<file path="src/rtl/i2p_pkg.sv">
// Shared types, codes and helpers for the infix-to-postfix converter.
package i2p_pkg;

  localparam int OP_W = 3;

  localparam logic [2:0] KIND_NUMBER = 3'd0;
  localparam logic [2:0] KIND_PLUS   = 3'd1;
  localparam logic [2:0] KIND_MINUS  = 3'd2;
  localparam logic [2:0] KIND_TIMES  = 3'd3;
  localparam logic [2:0] KIND_DIVIDE = 3'd4;
  localparam logic [2:0] KIND_OPEN   = 3'd5;
  localparam logic [2:0] KIND_CLOSE  = 3'd6;
  localparam logic [2:0] KIND_END    = 3'd7;
  localparam logic [2:0] KIND_ERROR  = 3'd5;

  localparam logic [1:0] ERR_NONE      = 2'd0;
  localparam logic [1:0] ERR_UNMATCHED = 2'd1;
  localparam logic [1:0] ERR_OVERFLOW  = 2'd2;

  typedef struct packed {
    logic [2:0]  token_kind;
    logic [15:0] number_tag;
  } token_t;

  typedef struct packed {
    logic [2:0]  out_kind;
    logic [15:0] out_tag;
    logic [1:0]  error_code;
    logic        run_last;
  } result_t;

  function automatic logic [1:0] prec_of(input logic [2:0] kind);
    logic [1:0] p;
    p = 2'd0;
    if (kind == KIND_PLUS || kind == KIND_MINUS) p = 2'd1;
    if (kind == KIND_TIMES || kind == KIND_DIVIDE) p = 2'd2;
    return p;
  endfunction

  function automatic logic is_operator(input logic [2:0] kind);
    return (kind == KIND_PLUS) || (kind == KIND_MINUS) ||
           (kind == KIND_TIMES) || (kind == KIND_DIVIDE);
  endfunction

endpackage

</file>
<file path="src/rtl/infix_to_postfix_converter_core.sv">
// Infix-to-postfix converter top level: sequencer around the operator stack memory.
//
//   channel | dir | handshake                  | word
//   token   | in  | token_valid / token_stall  | token_t  (token_kind, number_tag)
//   result  | out | result_valid / result_stall| result_t (out_kind, out_tag, error_code, run_last)
//
// A number goes through the finish state. Open, an operator on an empty stack, close or
// end on an empty stack, or a discarded token is handled in idle. Else the top is read,
// each popped entry takes a step (an open dropped by close or met at end counts), as does
// a push above an entry, and finish sends the last word or idles; one read port, one pop.
// rst clears the stack count, discard flag and handshake state; stack contents need none.
// A stalled result holds the sequencer; token_stall is high while a token is in work.
module infix_to_postfix_converter_core import i2p_pkg::*; #(
  parameter int STACK_DEPTH = 16
) (
  input  logic    clk,
  input  logic    rst,
  input  logic    token_valid,
  output logic    token_stall,
  input  token_t  token,
  output logic    result_valid,
  input  logic    result_stall,
  output result_t result
);

  localparam int AW = (STACK_DEPTH > 1) ? $clog2(STACK_DEPTH) : 1;
  localparam int CW = $clog2(STACK_DEPTH + 1);
  localparam logic [CW-1:0] DEPTH_C = CW'(STACK_DEPTH);
  localparam logic [CW-1:0] ONE_C   = CW'(1);

  localparam logic [1:0] S_IDLE = 2'd0;
  localparam logic [1:0] S_POP  = 2'd1;
  localparam logic [1:0] S_FIN  = 2'd2;

  logic [1:0]      state, state_next;
  logic [CW-1:0]   count, count_next;
  logic            discard, discard_next;
  logic [2:0]      kind, kind_next;
  logic            pend_valid, pend_valid_next;
  result_t         pend, pend_next;

  logic            mem_we, mem_re;
  logic [AW-1:0]   mem_waddr, mem_raddr;
  logic [OP_W-1:0] mem_wdata, top;

  logic            out_load, emit_ok;
  result_t         out_din;

  logic            prod;
  result_t         prod_word;
  logic            can_go;
  logic [CW-1:0]   cnt_m1, cnt_m2;

  assign cnt_m1 = count - ONE_C;
  assign cnt_m2 = count - CW'(2);
  assign can_go = !pend_valid || emit_ok;
  assign token_stall = (state != S_IDLE);

  i2p_stack_mem #(.DEPTH(STACK_DEPTH), .AW(AW)) u_stack (
    .clk  (clk),
    .we   (mem_we),
    .waddr(mem_waddr),
    .wdata(mem_wdata),
    .re   (mem_re),
    .raddr(mem_raddr),
    .rdata(top)
  );

  i2p_out_reg u_out (
    .clk         (clk),
    .rst         (rst),
    .load        (out_load),
    .din         (out_din),
    .emit_ok     (emit_ok),
    .result_valid(result_valid),
    .result_stall(result_stall),
    .result      (result)
  );

  always_comb begin
    state_next      = state;
    count_next      = count;
    discard_next    = discard;
    kind_next       = kind;
    pend_valid_next = pend_valid;
    pend_next       = pend;
    mem_we          = 1'b0;
    mem_waddr       = count[AW-1:0];
    mem_wdata       = kind;
    mem_re          = 1'b0;
    mem_raddr       = cnt_m1[AW-1:0];
    out_load        = 1'b0;
    out_din         = pend;
    out_din.run_last = 1'b0;
    prod            = 1'b0;
    prod_word       = '0;

    unique case (state)
      S_IDLE: begin
        if (token_valid) begin
          kind_next = token.token_kind;
          if (discard) begin
            if (token.token_kind == KIND_END) begin
              discard_next = 1'b0;
              count_next   = '0;
            end
          end else if (token.token_kind == KIND_NUMBER) begin
            prod                = 1'b1;
            prod_word.out_kind  = KIND_NUMBER;
            prod_word.out_tag   = token.number_tag;
            state_next          = S_FIN;
          end else if (token.token_kind == KIND_OPEN ||
                       (is_operator(token.token_kind) && count == '0)) begin
            if (count == DEPTH_C) begin
              prod                 = 1'b1;
              prod_word.out_kind   = KIND_ERROR;
              prod_word.error_code = ERR_OVERFLOW;
              count_next           = '0;
              discard_next         = 1'b1;
              state_next           = S_FIN;
            end else begin
              mem_we     = 1'b1;
              mem_wdata  = token.token_kind;
              count_next = count + ONE_C;
            end
          end else if (count != '0) begin
            mem_re     = 1'b1;
            state_next = S_POP;
          end
        end
      end

      S_POP: begin
        if (can_go) begin
          if (is_operator(kind)) begin
            if (top == KIND_OPEN || prec_of(top) < prec_of(kind)) begin
              if (count == DEPTH_C) begin
                prod                 = 1'b1;
                prod_word.out_kind   = KIND_ERROR;
                prod_word.error_code = ERR_OVERFLOW;
                count_next           = '0;
                discard_next         = 1'b1;
              end else begin
                mem_we     = 1'b1;
                count_next = count + ONE_C;
              end
              state_next = S_FIN;
            end else begin
              prod               = 1'b1;
              prod_word.out_kind = top;
              if (count == ONE_C) begin
                mem_we     = 1'b1;
                mem_waddr  = '0;
                count_next = ONE_C;
                state_next = S_FIN;
              end else begin
                count_next = cnt_m1;
                mem_re     = 1'b1;
                mem_raddr  = cnt_m2[AW-1:0];
              end
            end
          end else if (kind == KIND_CLOSE) begin
            count_next = cnt_m1;
            if (top == KIND_OPEN) begin
              state_next = S_FIN;
            end else begin
              prod               = 1'b1;
              prod_word.out_kind = top;
              if (count == ONE_C) begin
                state_next = S_FIN;
              end else begin
                mem_re    = 1'b1;
                mem_raddr = cnt_m2[AW-1:0];
              end
            end
          end else begin
            prod = 1'b1;
            if (top == KIND_OPEN) begin
              prod_word.out_kind   = KIND_ERROR;
              prod_word.error_code = ERR_UNMATCHED;
              count_next           = '0;
              state_next           = S_FIN;
            end else begin
              prod_word.out_kind = top;
              count_next         = cnt_m1;
              if (count == ONE_C) begin
                state_next = S_FIN;
              end else begin
                mem_re    = 1'b1;
                mem_raddr = cnt_m2[AW-1:0];
              end
            end
          end
        end
      end

      S_FIN: begin
        if (!pend_valid) begin
          state_next = S_IDLE;
        end else if (emit_ok) begin
          out_load         = 1'b1;
          out_din.run_last = 1'b1;
          pend_valid_next  = 1'b0;
          state_next       = S_IDLE;
        end
      end

      default: state_next = S_IDLE;
    endcase

    if (prod) begin
      out_load        = pend_valid;
      pend_next       = prod_word;
      pend_valid_next = 1'b1;
    end
  end

  always_ff @(posedge clk) begin
    if (rst) begin
      state      <= S_IDLE;
      count      <= '0;
      discard    <= 1'b0;
      pend_valid <= 1'b0;
    end else begin
      state      <= state_next;
      count      <= count_next;
      discard    <= discard_next;
      pend_valid <= pend_valid_next;
    end
  end

  always_ff @(posedge clk) begin
    kind <= kind_next;
    pend <= pend_next;
  end

  a_count_range: assert property (@(posedge clk) disable iff (rst)
    count <= DEPTH_C)
    else $error("stack count beyond depth");

  a_no_overwrite: assert property (@(posedge clk) disable iff (rst)
    out_load |-> (!result_valid || !result_stall))
    else $error("result word overwritten while stalled");

  a_discard_empty: assert property (@(posedge clk) disable iff (rst)
    discard |-> count == '0)
    else $error("stack not empty while discarding");

  a_idle_no_pend: assert property (@(posedge clk) disable iff (rst)
    state == S_IDLE |-> !pend_valid)
    else $error("pending word left behind at idle");

endmodule

</file>
<file path="src/rtl/i2p_stack_mem.sv">
// Operator stack storage: one write port, one registered read port.
module i2p_stack_mem import i2p_pkg::*; #(
  parameter int DEPTH = 16,
  parameter int AW    = 4
) (
  input  logic            clk,
  input  logic            we,
  input  logic [AW-1:0]   waddr,
  input  logic [OP_W-1:0] wdata,
  input  logic            re,
  input  logic [AW-1:0]   raddr,
  output logic [OP_W-1:0] rdata
);

  logic [OP_W-1:0] mem [DEPTH];

  always_ff @(posedge clk) begin
    if (we) mem[waddr] <= wdata;
    if (re) rdata <= mem[raddr];
  end

endmodule

</file>
<file path="src/rtl/i2p_out_reg.sv">
// Output register for result words.
module i2p_out_reg import i2p_pkg::*; (
  input  logic    clk,
  input  logic    rst,
  input  logic    load,
  input  result_t din,
  output logic    emit_ok,
  output logic    result_valid,
  input  logic    result_stall,
  output result_t result
);

  assign emit_ok = !result_valid || !result_stall;

  always_ff @(posedge clk) begin
    if (rst) begin
      result_valid <= 1'b0;
    end else if (load) begin
      result_valid <= 1'b1;
    end else if (!result_stall) begin
      result_valid <= 1'b0;
    end
  end

  always_ff @(posedge clk) begin
    if (load) result <= din;
  end

endmodule
</file>
<file path="config.mk">
export PLATFORM = sky130hd
export DESIGN_NAME = infix_to_postfix_converter_core
export DESIGN_NICKNAME = d
export VERILOG_FILES = /design/src/rtl/i2p_pkg.sv /design/src/rtl/infix_to_postfix_converter_core.sv /design/src/rtl/i2p_stack_mem.sv /design/src/rtl/i2p_out_reg.sv
export SDC_FILE = /design/constraint.sdc
export NUM_CORES = 1
export LEC_CHECK = 0
export BUFFER_PORTS_ARGS = -buffer_cell sky130_fd_sc_hd__buf_2
export CAP_MARGIN = 20
export CORE_AREA = 4 4 144 77
export CTS_CLUSTER_DIAMETER = 200
export DETAILED_ROUTE_END_ITERATION = 10
export DIE_AREA = 0 0 148 81
export PLACE_DENSITY = 0.78
export SLEW_MARGIN = 20
export SYNTH_ARGS = -nofsm -noshare
export SYNTH_HDL_FRONTEND = slang
export SYNTH_SLANG_ARGS = --single-unit
</file>
<file path="constraint.sdc">
create_clock -name clk -period 6.4 [get_ports clk]
set_input_delay 0 -clock clk [delete_from_list [all_inputs] [get_ports clk]]
set_output_delay 0 -clock clk [all_outputs]
set_load 0.05 [all_outputs]
</file>
==> results.toml, run 1 <==
[sta]
fin_skew_ns = 0.006592
final-max-slew-violation-count = 0
hold_viol_final = 0
fmax_ghz = 0.2639
max_slew_margin = 0.3033
worst_pin_slew_ns = 1.040
fin_crit_sh = 0.5920
fin_setup_tns_ns = 0
rsz0062_at_grt = "no"
setup_viol = 0
whs_ns = 0.009185
min_period_ns = 3.789

[floorplanning]
start_util = 0.5783
ios = 47
fp.dieH_microns = 81
coreArea_sq_um = 9889
die_x_microns = 148
die_area_sq_um = 11990
placementRows = 26

[synth]
async_flop_share = 0
yosys_warnings = 0
synth_edf_count = 97
synthCells = 543
synth_ff_type = "edfxtp_1"
syn_area_per_cell_sq_um = 10.53
synthesis.nets = 576
syn-cell-area_sq_um = 5719
synth-seq-cells = 107
synth_cell_types = 64
yosysSeqAreaShare = 0.5443

[grt]
grt_usage = 0.2475
grt_pass1_vias = 4180
met2_usage = 0.3415
grt_pass1_wl_mm = 22.71
grtUsageMet3 = 0.07692
grt_max_degree = 50
grt_busiest_layer = "met1"
antenna_found_initial = 0
met1_usage = 0.3820
grt_overflow = 0

[final_layout]
drive_gt1_frac = 0.1513
syn_to_final_growth_pct = 13.96
diodes = 0
fillers = 789
layout.nets = 623
regArea_sq_um = 3113
multi_input_area_sq_um = 2447

[min_path]
hp-class = "in -> reg"

[power_and_ir_drop]
ir_drop_v = 0.0001970
p_per_area_nw_per_um2 = 364.7
leakage_nw = 2.310

[place]
place_congestion = 1.021
io_buffers = 46
dpl.hpwl_mm = 9.897

[detailed_routing]
avgRoutedWirePerCell_microns = 19.57
drc = 0
antenna_left = 0
avgViaCountPerCell = 6.354
drt_iter0_drc = 758
totalWireLength_mm = 14.39
drt-pass1-iter-count = 6
num_vias = 4670

[cts]
clock-root-buffer = "clkbuf_16"
cts_sinks = 107
numCtsBuffers = 9
clk_path_buf_depth = 2
clk_pin_slew_ns = 0.07
cts_max_level = 3
cts_tree = "yes"
clock_latency_ns = 0.35
post_cts_resized = 0

[setup_path]
cpMostUsedCell = "and3_1"
crit_type = "reg -> reg"
cp_data_arrival_time_ns = 3.88
crit_slowest_cell = "and3_1"
critPathCaptureType = "flop"
path_cells = "inv_1 -> and3_1 -> a21oi_1 -> ha_1 -> nor2_1 -> o211ai_2 -> and3_1 -> a22oi_1 -> nor3_1 -> nor4_1 -> or4_1"
crit_required_ns = 6.49
cp_max_fo = 25
cp-start-kind = "flop"
cp_slowest_stage_delay_ns = 0.88

[outcome]
outcome = "finished, final reports clean"

[run]
maxCapViolCount = 0
==> final timing paths <==
| kind | startpoint | end | slack (ns) | depth (start not counted) |
|---|---|---|---|---|
| max | kind[2] | u_stack.rdata[2] | 2.61 | 11 |
| min | result_stall | u_out.result_valid | 0.009 | 3 |
| max reg2reg | kind[2] | u_stack.rdata[2] | 2.61 | 11 |
| min reg2reg | out_din[11] | u_out.result[11] | 0.42 | 0 |
==> logic make-up (layout without fill, tap and decap cells) <==
| logic type | count (synthesis) | count (layout) | synth area share |
|---|---|---|---|
| simple gates | 259 | 259 | 0.2350 |
| compound gates | 111 | 111 | 0.1409 |
| flops | 107 | 107 | 0.5443 |
| buf+inv | 42 | 94 | 0.03194 |
| fa+ha+maj | 10 | 10 | 0.02188 |
| mux | 8 | 8 | 0.01553 |
| xor+xnor | 6 | 6 | 0.01050 |
==> Yosys cell counts (3+ instances only) <==
library cell | instances | area [sq um]
a211oi_1 | 30 | 225.2
a21oi_1 | 14 | 70.07
a22oi_1 | 26 | 195.2
a31oi_1 | 4 | 25.02
and2_1 | 21 | 131.4
and3_1 | 3 | 18.77
buf_2 | 8 | 40.04
clkbuf_1 | 21 | 78.83
dfxtp_1 | 10 | 200.2
edfxtp_1 | 97 | 2913
ha_1 | 10 | 125.1
inv_1 | 8 | 30.03
mux2i_1 | 4 | 40.04
nand2_1 | 94 | 352.8
nand2b_1 | 31 | 193.9
nand3_1 | 5 | 25.02
nand3b_1 | 3 | 22.52
nor2_1 | 29 | 108.9
nor2b_1 | 6 | 37.54
nor3_1 | 31 | 155.2
nor3_2 | 4 | 40.04
nor4_1 | 16 | 100.1
o21ai_0 | 4 | 20.02
o21ai_1 | 6 | 30.03
o22ai_1 | 4 | 25.02
or4_1 | 3 | 22.52
xnor2_1 | 3 | 26.28
==> through the flow <==
step	std cells	area [sq um]	setup slack [ns]	power, mW	util
floorplan	543	5719	2.753	1.598	-
global placement	698	6001	2.796	1.782	0.6068
detailed placement	698	6008	2.689	1.810	0.6075
CTS	734	6496	2.673	2.347	0.6569
global route	735	6518	2.410	2.498	0.6590
finish	735	6518	2.611	2.377	0.6590
==> power by group <==
| group | switching, mW | internal, mW |
|---|---|---|
| Combinational | 0.648 | 0.314 |
| Clock | 0.252 | 0.279 |
| Sequential | 0.0415 | 0.844 |
| Total | 0.941 | 1.44 |
==> area by class of cell <==
| cell class | count | share of cell area |
|---|---|---|
| Clock inverter | 6 | 0.007487 |
| Multi-Input combinational cell | 394 | 0.3755 |
| Inverter | 9 | 0.005183 |
| Sequential cell | 107 | 0.4776 |
| Timing Repair Buffer | 69 | 0.07065 |
| Tap cell | 140 | 0.02688 |
| Clock buffer | 10 | 0.03667 |
==> registers in the layout (all words and copies together) (netlist names) <==
signal              count
kind                    3
u_out.result           22
u_out.result_valid      1
out_din                21
state                   2
discard                 1
pend_valid              1
u_stack.rdata           3
count                   5
u_stack.mem            48
==> cells in the final DEF (no fill, tap or decap), types with 5 or more instances in the layout <==
master,count
and2_1,21
edfxtp_1,97
inv_1,8
ha_1,9
o21ai_1,6
nor3_1,31
nand3_1,5
nor2_1,29
a22oi_1,26
nand2_1,94
clkbuf_16,9
dfxtp_1,10
a21oi_1,13
nor2b_1,6
nor4_1,15
buf_2,46
dlygate4sd3_1,20
a211oi_1,30
nand2b_1,31
==> what timing repair did <==
| item | in CTS | in global routing |
|---|---|---|
| hold buffers | 20 | 0 |
| setup endpoints to repair | 0 | 0 |
| setup buffers | 0 | 0 |
| endpoints found under the hold margin | 25 | 0 |
==> per-layer routing <==
metal  share of wire  up-vias
met2            0.41      318
met5               0        -
met3            0.13       24
li1                -     2112
met1            0.45     2216
met4           0.015        0
==> critical path, delay by kind of cell, from the launching register on <==
kind | cells | cell delay (ns)
compound gates | 3 | 0.52
fa+ha+maj | 1 | 0.24
buf+inv | 1 | 0.14
flops | 1 | 0.52
simple gates | 6 | 2.09
(Power assumes the default switching activity.)
==> run 2: changes to the inputs <==
==> constraint.sdc (replaced) <==
create_clock -name clk -period 3.64 [get_ports clk]
set_input_delay 0 -clock clk [delete_from_list [all_inputs] [get_ports clk]]
set_output_delay 0 -clock clk [all_outputs]
set_load 0.05 [all_outputs]
==> results.toml, run 2 (same netlist as run 1, synthesis figures left out) <==
[outcome]
outcome = "finished, final reports clean"

[setup_path]
crit_required_ns = 3.72
critPathCaptureType = "flop"
cp_max_fo = 27
cp_data_arrival_time_ns = 3.49
reg2regPathDepth = 11
r2r_start = "kind[2]"
cp-start-kind = "flop"
timing.rr.end = "u_stack.rdata[1]"
r2r_slack_ns = 0.23
crit_type = "reg -> reg"
startpoint = "kind[2]"

[power_and_ir_drop]
seqPwrFrac = 0.365
ir_drop_v = 0.0003396
leakage_nw = 2.363
clock_power_share = 0.215
power_mw = 4.228
internal_power_mw = 2.536
p_per_area_nw_per_um2 = 641.2
combPwrFrac = 0.419
switching_power_mw = 1.692
swShare = 0.4001

[sta]
fmax_ghz = 0.2931
hold_viol_final = 0
fin_skew_ns = 0.005428
final-max-slew-violation-count = 0
max_slew_margin = 0.4456
worst_pin_slew_ns = 0.8155
fin_setup_tns_ns = 0
fin_crit_sh = 0.9373
min_period_ns = 3.412
setup_viol = 0
rsz0062_at_grt = "no"
worst_slack_ns = 0.2281

[place]
dpl.hpwl_mm = 10.58
io_buffers = 46
post-place-ws_ns = 0.2410
place_congestion = 0.9883

[detailed_routing]
totalWireLength_mm = 14.97
drc = 0
num_vias = 4654
drt_iter0_drc = 670
antenna_left = 0
avgRoutedWirePerCell_microns = 20.02
drt-pass1-iter-count = 7
avgViaCountPerCell = 6.222

[cts]
post_cts_resized = 0
cts_tree = "yes"
clock-root-buffer = "clkbuf_16"
cts_max_level = 3
cts_sinks = 107
cts_post_setup_buffers_inserted = 0
numCtsBuffers = 9
clock_latency_ns = 0.35
clk_path_buf_depth = 2
clk_pin_slew_ns = 0.07

[final_layout]
top_register = "u_stack.mem"
layout.nets = 636
diodes = 0
drive_gt1_frac = 0.1661
final_common_cell = "edfxtp_1"
final_cell_mix = "edfxtp_1 (97), nand2_1 (94), buf_2 (46), nor3_1 (31), nand2b_1 (31)"
largest_reg_flops = 48
syn_to_final_growth_pct = 15.29

[floorplanning]
coreArea_sq_um = 9889
fp.dieH_microns = 81
placementRows = 26
die_x_microns = 148
ios = 47
start_util = 0.5783
die_area_sq_um = 11990

[grt]
grt_pass1_vias = 4080
grt_usage = 0.2504
grt_pass1_wl_mm = 22.83
antenna_found_initial = 0
grt_max_degree = 49
grt_overflow = 0

[min_path]
min_to = "u_out.result_valid"
min_from = "result_stall"
min_path_cells = 3
hp-class = "in -> reg"

[run]
maxCapViolCount = 0
==> run 2: changes by cell type in the layout (fill, tap and decap cells not counted), sizes merged <==
cell | previous run | this run
buf | 49 | 62
clkinv | 4 | 2
clkinvlp | 0 | 1
inv | 11 | 12
==> run 2: layer usage <==
metal,GRT usage,part of all wire,vias to the layer above
met4,0.06912,0.016,0
met5,0,0,-
li1,-,-,2135
met1,0.3870,0.46,2157
met3,0.08138,0.13,30
met2,0.3338,0.40,332
==> run 2: worst max-delay path by stage <==
stage and to:
6_report u_stack.rdata[1], 5_1_grt u_stack.rdata[0], 4_1_cts u_stack.rdata[2], 3_5_place_dp u_stack.rdata[2]
3_3_place_gp u_stack.rdata[1], 2_1_floorplan u_out.result[0]
==> run 2: worst max-delay path, cell delays in order, from the launching register on <==
cell	delay [ns]
edfxtp_1	0.51
inv_1	0.13
and3_1	0.17
a21oi_1	0.13
ha_1	0.25
nor2_1	0.09
o211ai_2	0.14
nand3_4	0.36
nor2_1	0.29
mux2i_1	0.47
nor4_1	0.11
or4_1	0.50
==> run 2: layout make-up <==
| type | count | area [sq um] |
|---|---|---|
| clock inverters | 6 | 47.55 |
| well taps | 140 | 175.2 |
| fillers | 752 | 3296 |
| repair buffers | 82 | 550.5 |
| inverters | 9 | 33.78 |
| flip-flops and latches | 107 | 3113 |
| multi-input cells | 394 | 2445 |
| clock buffers | 10 | 229.0 |
==> run 2: power by group through the flow <==
stage	Clock, mW	Sequential (mW)	Combinational, mW
2_1_floorplan	0	1.57	1.24
3_3_place_gp	0	1.56	1.61
3_5_place_dp	0	1.57	1.67
4_1_cts	0.920	1.54	1.70
5_1_grt	0.989	1.56	1.88
6_report	0.909	1.55	1.77
==> run 2: repair_timing <==
item	CTS	global route
hold buffers	20	0
hold endpoints to repair	23	0
setup endpoints to repair	0	0
==> run 2: metrics by stage <==
step | utilization | hold slack, ns | instances | area [sq um]
2_1_floorplan | - | 0.09887 | 543 | 5723
3_3_place_gp | 0.6174 | 0.2758 | 712 | 6106
3_5_place_dp | 0.6174 | 0.2792 | 712 | 6106
4_1_cts | 0.6656 | 0.01769 | 748 | 6583
5_1_grt | 0.6668 | 0.02755 | 748 | 6594
6_report | 0.6668 | 0.02800 | 748 | 6594
==> run 3: changes to the inputs <==
--- a/config.mk
+++ b/config.mk
@@ -5,13 +5,13 @@
 export SDC_FILE = /design/constraint.sdc
 export NUM_CORES = 1
 export LEC_CHECK = 0
-export BUFFER_PORTS_ARGS = -buffer_cell sky130_fd_sc_hd__buf_2
+export BUFFER_PORTS_ARGS = -buffer_cell sky130_fd_sc_hd__buf_4
 export CAP_MARGIN = 20
-export CORE_AREA = 4 4 144 77
+export CORE_AREA = 4 4 151 80
 export CTS_CLUSTER_DIAMETER = 200
 export DETAILED_ROUTE_END_ITERATION = 10
-export DIE_AREA = 0 0 148 81
-export PLACE_DENSITY = 0.78
+export DIE_AREA = 0 0 155 84
+export PLACE_DENSITY = 0.75
 export SLEW_MARGIN = 20
 export SYNTH_ARGS = -nofsm -noshare
 export SYNTH_HDL_FRONTEND = slang
==> constraint.sdc (replaced) <==
create_clock -name clk -period 3 [get_ports clk]
set_input_delay 0 -clock clk [delete_from_list [all_inputs] [get_ports clk]]
set_output_delay 0 -clock clk [all_outputs]
set_load 0.05 [all_outputs]
==> results.toml, run 3 (same netlist as run 1, synthesis figures left out) <==
[sta]
fin_skew_ns = 0.008092
fin_crit_sh = 0.9822
whs_ns = 0.01500
hold_viol_final = 0
final-max-slew-violation-count = 0
fmax_ghz = 0.3394
max_slew_margin = 0.5084
worst_slack_ns = 0.05347
min_period_ns = 2.947
setup_viol = 0
worst_pin_slew_ns = 0.7297

[setup_path]
path_cells = "nor3_2 -> nand2_1 -> ha_1 -> mux2_4 -> nor3_2 -> nor4_1 -> or4_1"
crit_required_ns = 3.08
timing.rr.end = "u_stack.rdata[0]"
cp-start-kind = "flop"
crit_slowest_cell = "or4_1"
cp_data_arrival_time_ns = 3.03
r2r_slack_ns = 0.05
cp_top_family = "simple AND/OR/NAND/NOR gates"
crit_buf_inv = 0
reg2regPathDepth = 7
critPathCaptureType = "flop"
cp_max_fo = 9
cpMostUsedCell = "nor3_2"
cp.depth = 7
crit_type = "reg -> reg"
startpoint = "count[2]"
setup.worst_path.end = "u_stack.rdata[0]"
cp_slowest_stage_delay_ns = 0.52
r2r_start = "count[2]"

[run]
maxCapViolCount = 0

[place]
io_buffers = 46
dpl.hpwl_mm = 10.82
place_congestion = 0.9864
post-place-ws_ns = -0.2360

[final_layout]
drive_gt1_frac = 0.2212
largest_reg_flops = 48
fillers = 777
layout.nets = 661
diodes = 0
syn_to_final_growth_pct = 24.50
top_register = "u_stack.mem"
final_cell_mix = "edfxtp_1 (97), nand2_1 (94), buf_4 (82), nand2b_1 (31), a211oi_1 (30)"
final_common_cell = "edfxtp_1"

[detailed_routing]
drt-met1-wl_mm = 7.154
route.top_layer_used = "met4"
drc = 0
drt-pass1-iter-count = 6
drt_iter0_drc = 635
antenna_left = 0
wl_met2_mm = 6.366
totalWireLength_mm = 15.64
num_vias = 4831
met3_length_mm = 1.860
avgViaCountPerCell = 6.210
avgRoutedWirePerCell_microns = 20.11

[cts]
clk_path_buf_depth = 2
clk_pin_slew_ns = 0.07
clock_latency_ns = 0.35
cts_sinks = 107
cts_max_level = 3
clock-root-buffer = "clkbuf_16"
numCtsBuffers = 9
cts_tree = "yes"

[grt]
grt_overflow = 0
grt_pass1_vias = 4419
antenna_found_initial = 0
grt_pass1_wl_mm = 24.50
grt_max_degree = 50
grt_usage = 0.2413

[outcome]
outcome = "finished, final reports clean"

[power_and_ir_drop]
leakage_nw = 2.581
internal_power_mw = 3.453
ir_drop_v = 0.0004002
clock_power_share = 0.216
seqPwrFrac = 0.333
swShare = 0.3822
combPwrFrac = 0.451
switching_power_mw = 2.136
p_per_area_nw_per_um2 = 784.9

[floorplanning]
fp.dieH_microns = 84
start_util = 0.5307
die_area_sq_um = 13020
die_x_microns = 155
coreArea_sq_um = 10780
placementRows = 27
ios = 47

[min_path]
hp-class = "in -> reg"
run 3: repair_timing:
item,4_1_cts,5_1_grt
hold endpoints to repair,29,0
hold buffers,20,0
endpoints found under the setup margin,3,67
pin swaps,0,5
buffers inserted,0,1
resized for setup,1,23
cloned,0,1
run 3: routing by layer:
layer  GRT usage  up-vias
met1      0.3750     2289
met3     0.08545       29
met2      0.3159      327
met5           0        -
met4     0.05769        0
li1            -     2186
run 3: final cells by class:
| type | count | area, sq um | share of cell area |
|---|---|---|---|
| Inverter | 9 | 33.78 | 0.004744 |
| Tap cell | 145 | 181.4 | 0.02548 |
| Clock inverter | 3 | 46.29 | 0.006501 |
| Timing Repair Buffer | 106 | 895.9 | 0.1258 |
| Multi-Input combinational cell | 395 | 2590 | 0.3637 |
| Sequential cell | 107 | 3113 | 0.4372 |
| Clock buffer | 13 | 260.3 | 0.03655 |
run 3: worst register-to-register path: stages (launching register included):
cell	delay, ns
dfxtp_1	0.44
nor3_2	0.34
nand2_1	0.26
ha_1	0.42
mux2_4	0.38
nor3_2	0.21
nor4_1	0.10
or4_1	0.52
run 3: power by group through the flow:
stage,Clock (mW),Sequential (mW),Combinational (mW)
2_1_floorplan,0,1.91,1.51
3_3_place_gp,0,1.88,2.18
3_5_place_dp,0,1.89,2.24
4_1_cts,1.22,1.86,2.28
5_1_grt,1.29,1.87,2.68
6_report,1.21,1.86,2.52
run 3: per-stage QoR:
stage / TNS [ns] / util / power [mW] / std cells / instance area, sq um
floorplan: 0 / - / 3.415 / 543 / 5738
global placement: -0.1083 / 0.5998 / 4.060 / 740 / 6464
detailed placement: -0.6194 / 0.5998 / 4.122 / 740 / 6464
CTS: 0 / 0.6472 / 5.349 / 776 / 6974
global route: -0.07234 / 0.6607 / 5.839 / 778 / 7121
finish: 0 / 0.6607 / 5.589 / 778 / 7121
run 3: how the worst min path moves through the flow:
stage,start,endpoint,slack (ns),cells past startpoint
final,result_stall,u_out.result_valid,0.02,3
after global routing,result_stall,u_out.result_valid,0.03,3
after CTS,result_stall,u_out.result_valid,0.008,3
after detailed placement,token[17],kind[1],0.25,1
after global placement,token[17],kind[1],0.26,1
after floorplan,token[16],kind[0],0.1,0
